==> config.mk <==
export PLATFORM = sky130hd
export DESIGN_NAME = mvn_front
export DESIGN_NICKNAME = d
export VERILOG_FILES = /design/src/sv/mvn_pkg.sv /design/src/sv/mvn_front.sv
export SDC_FILE = /design/constraint.sdc
export NUM_CORES = 1
export LEC_CHECK = 0
export BUFFER_PORTS_ARGS = -buffer_cell sky130_fd_sc_hd__buf_4
export CAP_MARGIN = 15
export CORE_MARGIN = 2
export CORE_UTILIZATION = 40
export CTS_CLUSTER_DIAMETER = 100
export DETAILED_ROUTE_END_ITERATION = 16
export SYNTH_ARGS = -nofsm -noshare
export SYNTH_HDL_FRONTEND = slang
export SYNTH_SLANG_ARGS = --single-unit
==> constraint.sdc <==
create_clock -name clock -period 5 [get_ports clock]
set_input_delay 0.25 -clock clock [delete_from_list [all_inputs] [get_ports clock]]
set_output_delay 0.25 -clock clock [all_outputs]
set_load 0.02 [all_outputs]
==> src/sv/mvn_pkg.sv <==
`timescale 1ns / 1ps
// ----------------------------------------------------------------------------
// mvn_pkg
// Shared types and constants of the mesh vertex normal engine.
// ----------------------------------------------------------------------------
package mvn_pkg;

   // field widths
   localparam int IDX_W = 10;
   localparam int POS_W = 24;
   localparam int EDGE_W = 25;
   localparam int PROD_W = 50;
   localparam int ACC_W = 32;
   localparam int NRM_W = 16;
   localparam int VEC_W = 51;
   localparam int L2_W = 50;
   localparam int ROOT_W = 25;

   // request kinds as they arrive on the port
   localparam logic [1:0] KIND_LOAD  = 2'd0;
   localparam logic [1:0] KIND_FACET = 2'd1;
   localparam logic [1:0] KIND_QUERY = 2'd2;

   // classified operations handed to the back end
   localparam logic [2:0] OP_LOAD      = 3'd0;
   localparam logic [2:0] OP_FACET     = 3'd1;
   localparam logic [2:0] OP_QUERY     = 3'd2;
   localparam logic [2:0] OP_BAD_FACET = 3'd3;
   localparam logic [2:0] OP_BAD_QUERY = 3'd4;

   // largest squared length of a face's cross product still treated as degenerate
   localparam logic [L2_W-1:0] DEGEN_L2_MAX = L2_W'(28147);

   // request queue between front and back
   localparam int QUEUE_DEPTH = 4;
   localparam int QPTR_W = 2;
   localparam int QCNT_W = 3;

   typedef struct packed {
      logic [2:0]              op;
      logic [IDX_W-1:0]        idx_a;
      logic [IDX_W-1:0]        idx_b;
      logic [IDX_W-1:0]        idx_c;
      logic signed [POS_W-1:0] pos_x;
      logic signed [POS_W-1:0] pos_y;
      logic signed [POS_W-1:0] pos_z;
   } item_type;

   typedef struct packed {
      logic start;
      logic face;
   } norm_ctl_type;

   typedef struct packed {
      logic done;
      logic degen;
   } norm_sts_type;

endpackage

==> src/sv/mvn_front.sv <==
`timescale 1ns / 1ps
// ----------------------------------------------------------------------------
// mvn_front
// Accepts requests, classifies them by kind and index range, and queues
// the ones that need work in the back end.
// ----------------------------------------------------------------------------
module mvn_front #(
   parameter int MAX_VERTICES = 1024
) (
   input  logic                              clock,
   input  logic                              reset,
   input  logic                              req_valid,
   output logic                              req_ready,
   input  logic [1:0]                        req_kind,
   input  logic [mvn_pkg::IDX_W-1:0]         req_vertex_index,
   input  logic signed [mvn_pkg::POS_W-1:0]  req_pos_x,
   input  logic signed [mvn_pkg::POS_W-1:0]  req_pos_y,
   input  logic signed [mvn_pkg::POS_W-1:0]  req_pos_z,
   input  logic [mvn_pkg::IDX_W-1:0]         req_corner_a,
   input  logic [mvn_pkg::IDX_W-1:0]         req_corner_b,
   input  logic [mvn_pkg::IDX_W-1:0]         req_corner_c,
   output logic                              q_valid,
   output mvn_pkg::item_type                 q_item,
   input  logic                              q_pop
);
   import mvn_pkg::*;

   item_type            fifo_mem [QUEUE_DEPTH];
   logic [QPTR_W-1:0]   wr_ptr_ff, wr_ptr_in;
   logic [QPTR_W-1:0]   rd_ptr_ff, rd_ptr_in;
   logic [QCNT_W-1:0]   count_ff, count_in;
   item_type            cls_item;
   logic                keep;
   logic                push;
   logic                pop;
   logic                vi_ok, a_ok, b_ok, c_ok;

   // index range checks
   assign vi_ok = 32'(req_vertex_index) < 32'(MAX_VERTICES);
   assign a_ok  = 32'(req_corner_a) < 32'(MAX_VERTICES);
   assign b_ok  = 32'(req_corner_b) < 32'(MAX_VERTICES);
   assign c_ok  = 32'(req_corner_c) < 32'(MAX_VERTICES);

   // classify the request
   always_comb begin
      cls_item.idx_a = req_vertex_index;
      cls_item.idx_b = req_corner_b;
      cls_item.idx_c = req_corner_c;
      cls_item.pos_x = req_pos_x;
      cls_item.pos_y = req_pos_y;
      cls_item.pos_z = req_pos_z;
      cls_item.op    = OP_LOAD;
      keep           = 1'b0;
      case (req_kind)
         KIND_LOAD: begin
            cls_item.op = OP_LOAD;
            keep        = vi_ok;
         end
         KIND_FACET: begin
            cls_item.idx_a = req_corner_a;
            cls_item.op    = (a_ok && b_ok && c_ok) ? OP_FACET : OP_BAD_FACET;
            keep           = 1'b1;
         end
         KIND_QUERY: begin
            cls_item.op = vi_ok ? OP_QUERY : OP_BAD_QUERY;
            keep        = 1'b1;
         end
         default: begin
            keep = 1'b0;
         end
      endcase
   end

   assign req_ready = count_ff != QCNT_W'(QUEUE_DEPTH);
   assign push      = req_valid && req_ready && keep;
   assign q_valid   = count_ff != '0;
   assign pop       = q_pop && q_valid;
   assign q_item    = fifo_mem[rd_ptr_ff];

   // queue pointers
   always_comb begin
      wr_ptr_in = push ? wr_ptr_ff + 1'b1 : wr_ptr_ff;
      rd_ptr_in = pop ? rd_ptr_ff + 1'b1 : rd_ptr_ff;
      count_in  = count_ff;
      if (push && !pop) begin
         count_in = count_ff + 1'b1;
      end else if (pop && !push) begin
         count_in = count_ff - 1'b1;
      end
   end

   always_ff @(posedge clock) begin
      if (reset) begin
         wr_ptr_ff <= '0;
         rd_ptr_ff <= '0;
         count_ff  <= '0;
      end else begin
         wr_ptr_ff <= wr_ptr_in;
         rd_ptr_ff <= rd_ptr_in;
         count_ff  <= count_in;
      end
   end

   // queue storage
   always_ff @(posedge clock) begin
      if (push) begin
         fifo_mem[wr_ptr_ff] <= cls_item;
      end
   end

endmodule

======== Word-level counts from Yosys, hierarchy flattened ========
Memories as Yosys holds them, arrays and structs flattened. A register that Yosys moved wholly into a read port is not among the register bits.
Cells that the tools add are included.
word-level totals
  RAM bits ................................ 416
  input port bits ......................... 118
  bits in registers ....................... 7
  logic and storage cells ................. 31
  output and inout bits ................... 107
  memories ................................ 1
memory list
  name      depth  bits a word  read ports  clocked after memory_dff  wr ports  line             RTL
  fifo_mem  4      104          1           1                         1         mvn_front.sv:28  item_type fifo_mem [QUEUE_DEPTH];
operators by class
  reduce and logical (&&, ||, !) cells .... 11
  add/subtract/negate cells ............... 4
  mux-type cells .......................... 9
  equality and inequality tests ........... 3
operators by type and width
  cell                   count
  $mux W10               1
  $mux W3                2
  $logic_and A1 B1 Y1    5
  $add A2 B1 Y2 const B  2
  $mux W2                2
  $pmux W2 S2            1
  $add A3 B1 Y3 const B  1
  $mux W1                3
  $ne A3 B3 Y1 const B   1
  $reduce_bool A3 Y1     1
  $reduce_or A3 Y1       1
  $sub A3 B1 Y3 const B  1
  $eq A2 B1 Y1 const B   1
  $eq A2 B2 Y1 const B   1
  $logic_not A1 Y1       2
  $logic_not A2 Y1       1
  $reduce_bool A2 Y1     1

======== Depth between registers and ports, before layout ========
  word-level depth ........................ 8
  depth in mapped cells ................... 8
  mapped depth without buffers ............ 8

======== Least setup slack after synthesis ========
OpenSTA, ideal clock, no wires.
  path kind ............................... reg2reg
  start point ............................. register count_ff[0]
  end point ............................... memory fifo_mem[0][0] (netlist bit) (enable)
  path buffers ............................ 0
  cell stages (with the launch flop) ...... 4
  period minus slack after synthesis ...... 3.783 ns
  arrival ................................. 3.308 ns
  setup slack ............................. 1.217 ns
  data required time ...................... 4.525 ns
  library setup time ...................... 0.475 ns
  cells stage by stage .................... dfxtp_1 > nor2_1 > a221oi_4 > and2_1
on the way
  word-level cells in the longest chain between the ends .. 5
RTL lines
  item                              line              RTL
  from (decl)                       mvn_front.sv:31   logic [QCNT_W-1:0] count_ff, count_in;
  from (signal assigned)            mvn_front.sv:100  count_ff <= count_in;
  $ne A3 B3 Y1                      mvn_front.sv:74   assign req_ready = count_ff != QCNT_W'(QUEUE_DEPTH);
  $logic_and A1 B1 Y1 (2 in a row)  mvn_front.sv:75   assign push = req_valid && req_ready && keep;
  net push                          mvn_front.sv:34   logic push;
  $mux W1                           mvn_front.sv:106  if (push) begin
  $mux W1 (not written as such)     mvn_front.sv:107  fifo_mem[wr_ptr_ff] <= cls_item;
  to (decl)                         mvn_front.sv:28
The timed path passes the listed nets, and every way through them passes these cells.

==> metrics.md <==
| Metric | Value |
|---|---|
| Outcome | finished clean |
| HP Class | primary input to register |
| CTS Buf Count | 44 |
| Share of cells above drive strength 1 | between 40% and 50% |
| Critical-path top delay cell | dfxtp_4 |
| Die width | between 200 and 250 um |
| CTS clk-pin slew, worst paths | about 0.06 ns |
| Final Worst Setup Slack | between 1.5 and 2 ns |
| CTS sink cnt | 425 |
| Initial Utilization | between 40 and 50% |
| Final setup vio count | 0 |
| Largest net degree at the start of global routing | between 60 and 70 |
| Total global routing overflow | 0 |
| Initial antenna violation count | 7 |
| Non-Filler Instances | between 1,500 and 2,000 |
| Hold Crit Start | req_vertex_index[2] |
| I/O pin count | approximately 230 |
| Hold path depth | 2 |
| Std cell rows | just over 70 |
| Via count | roughly 7,400 |
| Final nets | 1,077 |
| Reg-to-Reg End | fifo_mem[0][75] |
| H-tree Lvls | 2 |
| Relative slew slack | 37.12% |
| R2r startpoint | count_ff[0] |
| IO buf count | approximately 220 |
| DRC viols | 0 |
| Endpoint, Worst Hold | fifo_mem[3][94] |
| Syn nets | 732 |
| First-pass GRT wire length | 48,760 um |
| Placed Cells | between 1,000 and 1,500 |
| Max rail drop VDD | approximately 0.31 mV |
| Register area share after synthesis | between 80% and 90% |
| Placed wire-length estimate | about 19,000 um |
| Crit share post-route | 60.84% |
| Hold Vio Cnt, Final | 0 |
| Clock latency on the worst-skew pair | around 0.57 ns |
| LEAKAGE | between 6 and 7 nW |
| Setup crit end kind | output port |
| Core ar. | between 30,000 and 40,000 um2 |
| Post-Place Setup Slack | 2.213 ns |
| Deepest clock path buffer count | 3 |
| Crit path max fanout | 48 |
| Initial DRC Count | ~400 |
| Area Overhead vs Synth | 29.66% |
| Power Density | 497.4 nW/um2 |
| CP max stage delay | 0.96 ns |
| Detail Route Antenna Nets | 0 |
| Die height | slightly above 200 um |
| Vias in the first global route | slightly above 8,000 |
| YS warnings | 0 |
| Peak Freq | 328.7 MHz |
| Post_cts resized | 0 |
| Max Clock Skew | approximately 0.013 ns |
| Yosys reg bits | about 430 |
| Final min period | 3.042 ns |
| Pwr Total | ~10 mW |
| Critical path class | register to output port |
| R2R depth | 4 |
| Syn Area/Cell | around 26 um2 |
| Library cells used by synthesis | 26 |
| Fin. max-slew vios | 0 |
| Global placement routability congestion | 0.6781 |
| WL/cell | about 21 um |
| CP Cell Sequence | buf_12 > mux4_2 > buf_4 |
| RSZ-0062 raised after global routing | no |
| Slew @ Worst Pin | ~0.94 ns |
| Critical Path RT | about 4.8 ns |
| Final wirelength | 31,720 um |
| Die area | 40,720 um2 |
| Max Cap Violations | 0 |
| R2R Setup Slk | between 2 and 2.5 ns |
| Via/cell ratio | between 4 and 5 |
| Total GRT Usage | 15.89% |
| Syn Std Cell Area | around 16,000 um2 |
| Sum Neg Setup Slack | 0 ns |
| Top Family by Delay on Critical Path | flip-flops |
| CTS tree | built |
| Cells after Synth | between 600 and 700 |
| Postcts setup bufs | 0 |
| CP Launch Type | register |
| Detailed Routing Iterations Pass 1 | 4 |
| Root Driver | clkbuf_16 |
| CP Data Arrival Time | ~2.8 ns |
| Worst Path Buf+Inv | 2 |
==> final cells by class <==
| type | count | area [um2] |
|---|---|---|
| antenna | 4 | 10.01 |
| clock buffer | 57 | 1222 |
| clock inverter | 24 | 220.2 |
| fill | 3030 | 18360 |
| inverter | 4 | 15.01 |
| multi-input combinational | 152 | 2766 |
| sequential | 425 | 12680 |
| tap | 518 | 648.1 |
| timing repair buffer | 326 | 2730 |
==> state kept, by name (all words and copies together), names as in the netlist, named ones only <==
| signal | flops |
|---|---|
| fifo_mem | 416 |
| count_ff | 3 |
| rd_ptr_ff | 2 |
| wr_ptr_ff | 2 |
==> cells by family (layout without fill, tap and decap cells) <==
logic type	count (synthesis)	after routing	share of synthesized area, %
AO/OA/AOI/OAI	5	5	0.3358
XOR/XNOR	4	4	0.2238
adder cells (fa/ha/maj)	6	6	0.5277
buffers and inverters	31	411	1.415
flip-flops	425	425	80.97
multiplexers	117	117	15.89
other	1	5	0.02396
AND/OR/NAND/NOR	19	19	0.6155
==> routing by layer <==
metal	vias up	global-route usage (%)	routed length, um
met2	182	24.57	14960
met5	-	0	32
met1	3892	22.49	14520
met3	54	3.725	1541
li1	3294	-	-
met4	6	5.200	665
==> placed cells by master, fill, tap and decap left out, drive strengths merged <==
| cell | instances |
|---|---|
| or3 | 2 |
| o21ai | 1 |
| clkbuf | 57 |
| ha | 5 |
| a21oi | 1 |
| xor2 | 4 |
| edfxtp | 416 |
| nor2b | 2 |
| fa | 1 |
| a221oi | 1 |
| dfxtp | 9 |
| and2 | 4 |
| mux2 | 11 |
| dlygate4sd3 | 93 |
| o31ai | 1 |
| mux4 | 104 |
| buf | 233 |
| diode | 4 |
| inv | 7 |
| clkinv | 17 |
| bufinv | 4 |
| nor2 | 8 |
| mux2i | 2 |
| nand2 | 1 |
| nand2b | 2 |
| o311ai | 1 |
| conb | 1 |
==> cell usage after synthesis <==
cell type / number / area, um2
buf_4: 1 / 7.510
xor2_1: 4 / 35.03
and2_1: 4 / 25.02
nand2b_1: 2 / 12.51
fa_1: 1 / 20.02
clkbuf_1: 6 / 22.52
mux2i_1: 2 / 20.02
nand2_1: 1 / 3.750
o31ai_1: 1 / 7.510
o21ai_0: 1 / 5.000
or3_1: 2 / 12.51
conb_1: 1 / 3.750
ha_1: 5 / 62.56
buf_8: 7 / 105.1
inv_1: 4 / 15.01
mux4_2: 104 / 2342
buf_6: 1 / 11.26
mux2_2: 11 / 123.9
edfxtp_1: 416 / 12490
nor2b_1: 2 / 12.51
nor2_1: 8 / 30.03
a21oi_1: 1 / 5.000
a221oi_4: 1 / 26.28
o311ai_0: 1 / 8.760
buf_2: 12 / 60.06
dfxtp_1: 9 / 180.2
==> stage by stage <==
stage	utilization, %	cell area (um2)	hold WS [ns]
final	52.51	20290	0.04474
after global routing	52.49	20290	0.02307
after CTS	52.48	20280	0.008006
after detailed placement	46.34	17910	0.4540
after global placement	46.34	17910	0.4519
after floorplan	-	15650	0.3489
==> where the power goes <==
part	leakage [nW]	switching (mW)	internal, mW
Combinational	2.26	1.24	1.19
Clock	0.713	1.32	1.93
Sequential	3.87	0.196	4.21
==> what timing repair did <==
action / in CTS / in global routing
hold endpoints to repair: 375 / 0
setup endpoints to repair: 0 / 0
hold buffers: 93 / 0
==> worst max-delay path by stage <==
stage	start	cells after the start	to
after global placement	count_ff[0]	4	fifo_mem[0][64]
after floorplan	count_ff[0]	3	fifo_mem[0][0]
after detailed placement	count_ff[0]	4	fifo_mem[0][74]
after global routing	register	3	q_item[77]
final	register	3	q_item[50]
after CTS	register	3	q_item[50]
(Power assumes the default switching activity.)
